<file path="src/rtl/ptb_pkg.sv">
`timescale 1ns / 1ps
// Types and constants of the periodic timer bank.
// No dependencies; used by the request interface and the top level.
package ptb_pkg;

	localparam int unsigned CountW = 16;
	localparam int unsigned IndexW = 8;
	localparam logic [CountW-1:0] CountMax = '1;
	localparam logic [CountW-1:0] TickStep = CountW'(1);

	typedef enum logic [1:0] {
		OP_TICK  = 2'd0,
		OP_START = 2'd1,
		OP_STOP  = 2'd2,
		OP_QUERY = 2'd3
	} op_t;

	// One timer as held in the state memory
	typedef struct packed {
		logic [CountW-1:0] interval;
		logic [CountW-1:0] remaining;
		logic              flag;
	} entry_t;

endpackage

</file>
<file path="src/rtl/ptb_req_if.sv">
`timescale 1ns / 1ps
// Request channel of the periodic timer bank: valid, ready and one command.
// Depends on ptb_pkg for field widths.
interface ptb_req_if;
	logic                           valid;
	logic                           ready;
	logic [1:0]                     op;
	logic [ptb_pkg::IndexW-1:0]     timer_index;
	logic [ptb_pkg::CountW-1:0]     period;

	modport source (output valid, op, timer_index, period, input ready);
	modport sink (input valid, op, timer_index, period, output ready);
endinterface

</file>
<file path="src/rtl/ptb_rsp_if.sv">
`timescale 1ns / 1ps
// Response channel of the periodic timer bank: valid, ready and the expiry bit.
// No dependencies.
interface ptb_rsp_if;
	logic valid;
	logic ready;
	logic expired;

	modport source (output valid, expired, input ready);
	modport sink (input valid, expired, output ready);
endinterface

</file>
<file path="src/rtl/periodic_timer_bank_top.sv">
`timescale 1ns / 1ps
// Top level of the periodic timer bank: sequencer, timer state memory, output register.
// Depends on ptb_pkg, ptb_req_if and ptb_rsp_if.
//
//  channel | dir | payload                      | transfer when
//  --------+-----+------------------------------+--------------------
//  req     | in  | op, timer_index, period      | req.valid & req.ready
//  rsp     | out | expired                      | rsp.valid & rsp.ready
//
// Tick and start load the output register on accept, as do stop and query at an index
// outside the bank when no ticks are pending. Stop, and a query with no pending ticks,
// at an index in the bank go through accept, read, write back and output. A query with
// pending ticks first walks the timer memory through its single read port, then reads,
// writes back and outputs, or goes straight to output at an index outside the bank.
// Reset clears the pending count and the per-timer valid bits; memory is not swept.
// A stalled rsp holds the result in its register; req is refused until it can go.
module periodic_timer_bank_top #(
	parameter int unsigned TIMER_COUNT = 8
) (
	input  logic       clk,
	input  logic       arst_n,
	ptb_req_if.sink    req,
	ptb_rsp_if.source  rsp
);

	localparam int unsigned IdxW = (TIMER_COUNT > 1) ? $clog2(TIMER_COUNT) : 1;
	localparam logic [IdxW-1:0] LastIdx = IdxW'(TIMER_COUNT - 1);

	typedef enum logic [5:0] {
		S_IDLE   = 6'b000001,
		S_RD     = 6'b000010,
		S_WB     = 6'b000100,
		S_SWEEP  = 6'b001000,
		S_SWLAST = 6'b010000,
		S_OUT    = 6'b100000
	} state_t;

	state_t state_q;
	logic [ptb_pkg::CountW-1:0] pend_q;
	logic [TIMER_COUNT-1:0]     vld_q;
	logic [IdxW-1:0]            idx_q;
	logic                       in_range_q;
	logic [1:0]                 op_q;
	logic                       res_q;
	logic [IdxW-1:0]            cnt_q;
	logic                       sw_vld_s1;
	logic [IdxW-1:0]            sw_addr_s1;
	logic                       out_valid_q;
	logic                       exp_q;

	ptb_pkg::entry_t mem [TIMER_COUNT];
	ptb_pkg::entry_t rd_q;

	logic            mem_we;
	logic [IdxW-1:0] mem_waddr;
	ptb_pkg::entry_t mem_wdata;
	logic            mem_re;
	logic [IdxW-1:0] mem_raddr;

	logic            out_free;
	logic            accept;
	logic            req_in_range;
	logic [IdxW-1:0] req_idx;
	logic            load_out;
	logic            load_val;

	ptb_pkg::entry_t sw_new;
	logic            sw_write;
	ptb_pkg::entry_t wb_new;
	logic            wb_write;
	logic            wb_res;
	logic            wb_vld;

	assign out_free     = !out_valid_q || rsp.ready;
	assign req.ready    = (state_q == S_IDLE) && out_free;
	assign accept       = req.valid && req.ready;
	assign req_in_range = {1'b0, req.timer_index} < 9'(TIMER_COUNT);
	assign req_idx      = req.timer_index[IdxW-1:0];

	// Apply the pending count to the timer read back during the sweep
	always_comb begin
		sw_new   = rd_q;
		sw_write = vld_q[sw_addr_s1] && (rd_q.interval != '0);
		if (rd_q.remaining <= pend_q) begin
			sw_new.remaining = rd_q.interval;
			sw_new.flag      = 1'b1;
		end else begin
			sw_new.remaining = rd_q.remaining - pend_q;
		end
	end

	// Stop clears the interval; query reports and clears the flag
	always_comb begin
		wb_vld   = vld_q[idx_q];
		wb_new   = rd_q;
		wb_res   = 1'b0;
		wb_write = 1'b0;
		if (op_q == ptb_pkg::OP_STOP) begin
			wb_new.interval = '0;
			wb_write        = wb_vld;
		end else begin
			wb_res      = wb_vld && rd_q.flag;
			wb_new.flag = 1'b0;
			wb_write    = wb_res;
		end
	end

	// Memory port selection
	always_comb begin
		mem_we    = 1'b0;
		mem_waddr = idx_q;
		mem_wdata = wb_new;
		mem_re    = 1'b0;
		mem_raddr = idx_q;
		load_out  = 1'b0;
		load_val  = 1'b0;
		case (state_q)
			S_IDLE: begin
				if (accept && req.op == ptb_pkg::OP_START && req_in_range) begin
					mem_we    = 1'b1;
					mem_waddr = req_idx;
					mem_wdata = '{interval: req.period, remaining: req.period, flag: 1'b0};
				end
				if (accept) begin
					if (req.op == ptb_pkg::OP_TICK || req.op == ptb_pkg::OP_START) begin
						load_out = 1'b1;
					end else if (req.op == ptb_pkg::OP_STOP) begin
						load_out = !req_in_range;
					end else begin
						load_out = (pend_q == '0) && !req_in_range;
					end
				end
			end
			S_RD: begin
				mem_re = 1'b1;
			end
			S_WB: begin
				mem_we = wb_write;
			end
			S_SWEEP: begin
				mem_re    = 1'b1;
				mem_raddr = cnt_q;
				mem_we    = sw_vld_s1 && sw_write;
				mem_waddr = sw_addr_s1;
				mem_wdata = sw_new;
			end
			S_SWLAST: begin
				mem_we    = sw_vld_s1 && sw_write;
				mem_waddr = sw_addr_s1;
				mem_wdata = sw_new;
			end
			S_OUT: begin
				load_out = out_free;
				load_val = res_q;
			end
			default: begin
				mem_we = 1'b0;
			end
		endcase
	end

	// Timer state memory, registered read
	always_ff @(posedge clk) begin
		if (mem_we) begin
			mem[mem_waddr] <= mem_wdata;
		end
		if (mem_re) begin
			rd_q <= mem[mem_raddr];
		end
	end

	// Command fields held for the multi-cycle ops
	always_ff @(posedge clk) begin
		if (accept) begin
			idx_q      <= req_idx;
			in_range_q <= req_in_range;
			op_q       <= req.op;
		end
		if (state_q == S_WB) begin
			res_q <= wb_res;
		end else if (state_q == S_SWLAST) begin
			res_q <= 1'b0;
		end
		sw_addr_s1 <= cnt_q;
	end

	// Sequencer, pending count, valid bits and output register
	always_ff @(posedge clk or negedge arst_n) begin
		if (!arst_n) begin
			state_q     <= S_IDLE;
			pend_q      <= '0;
			vld_q       <= '0;
			cnt_q       <= '0;
			sw_vld_s1   <= 1'b0;
			out_valid_q <= 1'b0;
			exp_q       <= 1'b0;
		end else begin
			sw_vld_s1 <= (state_q == S_SWEEP);
			case (state_q)
				S_IDLE: begin
					if (accept) begin
						case (req.op)
							ptb_pkg::OP_TICK: begin
								if (pend_q != ptb_pkg::CountMax) begin
									pend_q <= pend_q + ptb_pkg::TickStep;
								end
							end
							ptb_pkg::OP_START: begin
								if (req_in_range) begin
									vld_q[req_idx] <= 1'b1;
								end
							end
							ptb_pkg::OP_STOP: begin
								if (req_in_range) begin
									state_q <= S_RD;
								end
							end
							default: begin
								cnt_q <= '0;
								if (pend_q != '0) begin
									state_q <= S_SWEEP;
								end else if (req_in_range) begin
									state_q <= S_RD;
								end
							end
						endcase
					end
				end
				S_RD: begin
					state_q <= S_WB;
				end
				S_WB: begin
					state_q <= S_OUT;
				end
				S_SWEEP: begin
					cnt_q <= cnt_q + IdxW'(1);
					if (cnt_q == LastIdx) begin
						state_q <= S_SWLAST;
					end
				end
				S_SWLAST: begin
					pend_q  <= '0;
					state_q <= in_range_q ? S_RD : S_OUT;
				end
				S_OUT: begin
					if (out_free) begin
						state_q <= S_IDLE;
					end
				end
				default: begin
					state_q <= S_IDLE;
				end
			endcase

			// Hold the result until the transfer completes
			if (load_out) begin
				out_valid_q <= 1'b1;
				exp_q       <= load_val;
			end else if (rsp.ready) begin
				out_valid_q <= 1'b0;
			end
		end
	end

	assign rsp.valid   = out_valid_q;
	assign rsp.expired = exp_q;

endmodule
</file>
<file path="src/flat_wrapper.sv">
// flat-port wrapper written by rule: the top's interface ports become plain ports
module periodic_timer_bank_top_flat 
#(
	parameter int unsigned TIMER_COUNT = 8
)
  (clk, arst_n, req_valid, req_op, req_timer_index, req_period, req_ready, rsp_valid, rsp_expired, rsp_ready);
  ptb_req_if req_i ();
  ptb_rsp_if rsp_i ();
  input  logic clk;
  input  logic arst_n;
  input wire logic [$bits(req_i.valid)-1:0] req_valid;
  input wire logic [$bits(req_i.op)-1:0] req_op;
  input wire logic [$bits(req_i.timer_index)-1:0] req_timer_index;
  input wire logic [$bits(req_i.period)-1:0] req_period;
  output wire logic [$bits(req_i.ready)-1:0] req_ready;
  output wire logic [$bits(rsp_i.valid)-1:0] rsp_valid;
  output wire logic [$bits(rsp_i.expired)-1:0] rsp_expired;
  input wire logic [$bits(rsp_i.ready)-1:0] rsp_ready;
  assign req_i.valid = req_valid;
  assign req_i.op = req_op;
  assign req_i.timer_index = req_timer_index;
  assign req_i.period = req_period;
  assign req_ready = req_i.ready;
  assign rsp_valid = rsp_i.valid;
  assign rsp_expired = rsp_i.expired;
  assign rsp_i.ready = rsp_ready;
  periodic_timer_bank_top #(.TIMER_COUNT(TIMER_COUNT)) u_core (.clk(clk), .arst_n(arst_n), .req(req_i), .rsp(rsp_i));
endmodule
</file>
<file path="config.mk">
export PLATFORM = sky130hd
export DESIGN_NAME = periodic_timer_bank_top_flat
export DESIGN_NICKNAME = d
export VERILOG_FILES = /design/src/rtl/ptb_pkg.sv /design/src/rtl/ptb_req_if.sv /design/src/rtl/ptb_rsp_if.sv /design/src/rtl/periodic_timer_bank_top.sv /design/src/flat_wrapper.sv
export SDC_FILE = /design/constraint.sdc
export NUM_CORES = 1
export LEC_CHECK = 0
export BUFFER_PORTS_ARGS = -buffer_cell sky130_fd_sc_hd__buf_4
export CORE_ASPECT_RATIO = 2
export CORE_MARGIN = 10
export CORE_UTILIZATION = 35
export CTS_CLUSTER_SIZE = 28
export DETAILED_ROUTE_END_ITERATION = 8
export PLACE_DENSITY_LB_ADDON = 0.1
export SLEW_MARGIN = 20
export SYNTH_ARGS = -nofsm -noshare
export SYNTH_HDL_FRONTEND = slang
export SYNTH_SLANG_ARGS = --single-unit
</file>
<file path="constraint.sdc">
create_clock -name clk -period 8.55 [get_ports clk]
set_clock_uncertainty 0.05 [all_clocks]
set_input_delay 0.855 -clock clk [delete_from_list [all_inputs] [get_ports clk]]
set_output_delay 0.855 -clock clk [all_outputs]
set_load 0.01 [all_outputs]
</file>
==> results.py <==
metrics = {
    "layout": {
        "fillCellCount": 4066,
        "nets": 1365,
        "layout.area.seq_um2": 10100,
        "finalNonFillerCells": 1885,
        "area.growth.synth_to_final_pct": 13.2,
        "multiInputGateArea_um2": 4770,
        "diodes": 0,
        "drive_above_1_share_pct": 10.1,
        "final_util_pct": 40.1,
        "stdcell_area_um2": 17100,
    },
    "placement": {
        "place.gp.congestion": 0.814,
        "place_worst_setup_slack_ns": 4.11,
        "io_buffers": 32,
        "dp_hpwl_um": 25900,
        "dp_cells": 1823,
        "placed_area_um2": 16000,
    },
    "logic_synthesis": {
        "avgSynthCellArea_um2": 11.7,
        "ys_seq_elements": 343,
        "ys_warn_count": 0,
        "seq_area_frac_synth_pct": 66.7,
        "synth-main-ff-cell": "edfxtp_1",
        "yosysTopAreaCell": "edfxtp_1",
        "synth_nets": 1345,
        "synth.most_common_cell": "nand2_1",
        "postSynthCellCount": 1294,
        "syn_area_um2": 15100,
        "ys_async_sr_fraction_pct": 10.5,
        "synth-edff-count": 304,
        "yosys.cell_types.count": 67,
        "synth.area.top_cells": "edfxtp_1, nand2_1, nand3_1, dfrtp_1, o21ai_0",
        "synth.top_cells.by_count": "nand2_1, edfxtp_1, nand3_1",
        "synth_top_area_share_pct": 60.4,
    },
    "global_routing": {
        "grt_start_max_net_pins": 80,
        "grt_usage_pct": 16.0,
        "grt_pass1_wl_um": 64600,
        "use_met2_pct": 30.0,
        "grt_pass1_vias": 10200,
        "grtUsageMet1_pct": 18.2,
        "use_met3_pct": 1.81,
        "gr-total-overflow": 0,
        "busiest_layer": "met2",
        "antenna_found_initial": 0,
    },
    "clock_tree": {
        "cts_resized": 0,
        "clock_latency_ns": 0.54,
        "clock_path_buffers": 3,
        "cts.clk_slew.worst_paths_ns": 0.06,
        "postCtsSetupBuffers": 0,
        "cts-buffers-inserted": 34,
        "cts_root_buffer": "clkbuf_16",
        "cts_tree": "yes",
        "cts_sinks": 343,
        "hold_buffers": 0,
        "htree_levels": 2,
    },
    "sta": {
        "rsz0062_at_grt": "false",
        "slew_headroom_pct": 26.2,
        "hold_viol": 0,
        "hold_ws_ns": 0.260,
        "tns_ns": 0,
        "worst_slack_ns": 4.13,
        "drv_slew": 0,
        "setup_viol": 0,
        "finalCriticalPeriod_ns": 4.42,
        "fin_crit_sh_pct": 51.7,
        "timing.fmax_ghz": 0.226,
        "worst_slew_pin_slew_ns": 1.10,
    },
    "worst_setup_path": {
        "r2r-start": "u_core.state_q[4]$_DFFE_PN0P_",
        "crit_required_ns": 8.64,
        "path_class": "reg2reg",
        "rrSetupSlack_ns": 4.13,
        "ff2ff_path_depth": 9,
        "end_kind": "register",
        "cp_max_fo": 43,
        "r2r-end": "u_core.mem[7][22]$_DFFE_PP_",
        "arrival_ns": 4.51,
        "critPathLaunchType": "register",
    },
    "drt": {
        "via_per_inst": 5.38,
        "dr_total_vias": 10100,
        "first_iter_violations": 667,
        "routedWlPerCell_um": 22.8,
        "postRouteAntennaNets": 0,
        "dr.pass1.iters": 5,
        "drc": 0,
        "routed_wl_um": 42900,
    },
    "floorplanning": {
        "die_x_um": 167,
        "core_um2": 42700,
        "initial_core_util_pct": 35.4,
        "die_h_um": 314,
        "ios": 33,
        "fp.dieArea_um2": 52400,
        "fp-row-count": 107,
    },
    "flow_run": {
        "maxCapViolations": 0,
    },
    "power_and_ir_drop": {
        "total_leakage_power_nw": 6.24,
        "powerDensity_nw_per_um2": 316,
        "power.total_mw": 5.42,
        "ir_drop_v": 0.000166,
    },
    "worst_hold_path": {
        "hp-class": "in2async",
    },
    "run_status": {
        "status": "finished, final reports clean",
    },
}
[registers in the layout (all words and copies together), names as in the netlist, 2 cells and up]
signal,flops
u_core.pend_q,16
u_core.cnt_q,3
u_core.mem,264
u_core.sw_addr_s1,3
u_core.vld_q,8
u_core.state_q,6
u_core.op_q,2
u_core.idx_q,3
u_core.rd_q,33
[cells by family (layout without fill, tap and decap cells)]
family | Yosys count | in the layout | share of synthesized area (%)
XOR/XNOR | 25 | 25 | 1.45
flip-flops | 343 | 343 | 66.7
AO/OA/AOI/OAI | 167 | 167 | 7.41
multiplexers | 22 | 22 | 1.80
AND/OR/NAND/NOR | 620 | 620 | 18.3
buffers and inverters | 96 | 142 | 2.54
adder cells (fa/ha/maj) | 21 | 21 | 1.79
[placed cells by master (no fill, tap or decap), drive strengths merged, types with 19 or more instances in the layout]
cell type,netlist,routed
nor2,43,43
inv,29,29
a22o,19,19
o21ai,68,68
ha,20,20
clkbuf,51,42
buf,16,51
dfrtp,35,35
edfxtp,304,304
xnor2,22,22
nand3,180,180
nand2,327,327
[critical path, stage by stage, from the launching register on]
cell and delay (ns):
dfrtp_1 0.42, or4_1 0.69, nor4_4 0.68, and4_2 0.31, buf_4 0.44, a22oi_1 0.17
nand2_1 0.14, nand2b_1 0.24, nor3_2 0.26, buf_4 0.56
[power by group]
part | switching [mW] | internal, mW
Clock | 0.649 | 0.828
Combinational | 1.17 | 0.549
Sequential | 0.122 | 2.10
[area by class of cell]
cell class | count | share of cell area [%]
repair buffers | 51 | 2.24
multi-input cells | 855 | 27.8
inverters | 29 | 0.636
clock buffers | 42 | 5.33
flip-flops and latches | 343 | 58.9
clock inverters | 20 | 1.07
well taps | 545 | 3.98
[routing by layer]
metal / routed length (um) / vias up
met5: 0 / -
met4: 1310 / 0
met3: 1230 / 65
met2: 23300 / 206
met1: 17100 / 5108
li1: - / 4765
[how the worst max path moves through the flow]
stage / slack (ns) / to / from
after CTS: 4.12 / u_core.mem[7][22]$_DFFE_PP_ / u_core.state_q[4]$_DFFE_PN0P_
after global routing: 3.91 / u_core.mem[7][22]$_DFFE_PP_ / u_core.state_q[4]$_DFFE_PN0P_
final: 4.13 / u_core.mem[7][22]$_DFFE_PP_ / u_core.state_q[4]$_DFFE_PN0P_
after floorplan: 3.48 / u_core.mem[7][0]$_DFFE_PP_ / req_timer_index[6]
after detailed placement: 4.11 / u_core.mem[7][18]$_DFFE_PP_ / u_core.state_q[4]$_DFFE_PN0P_
after global placement: 4.20 / u_core.mem[7][18]$_DFFE_PP_ / req_timer_index[6]
No activity file was read; power rests on OpenSTA's default activity.
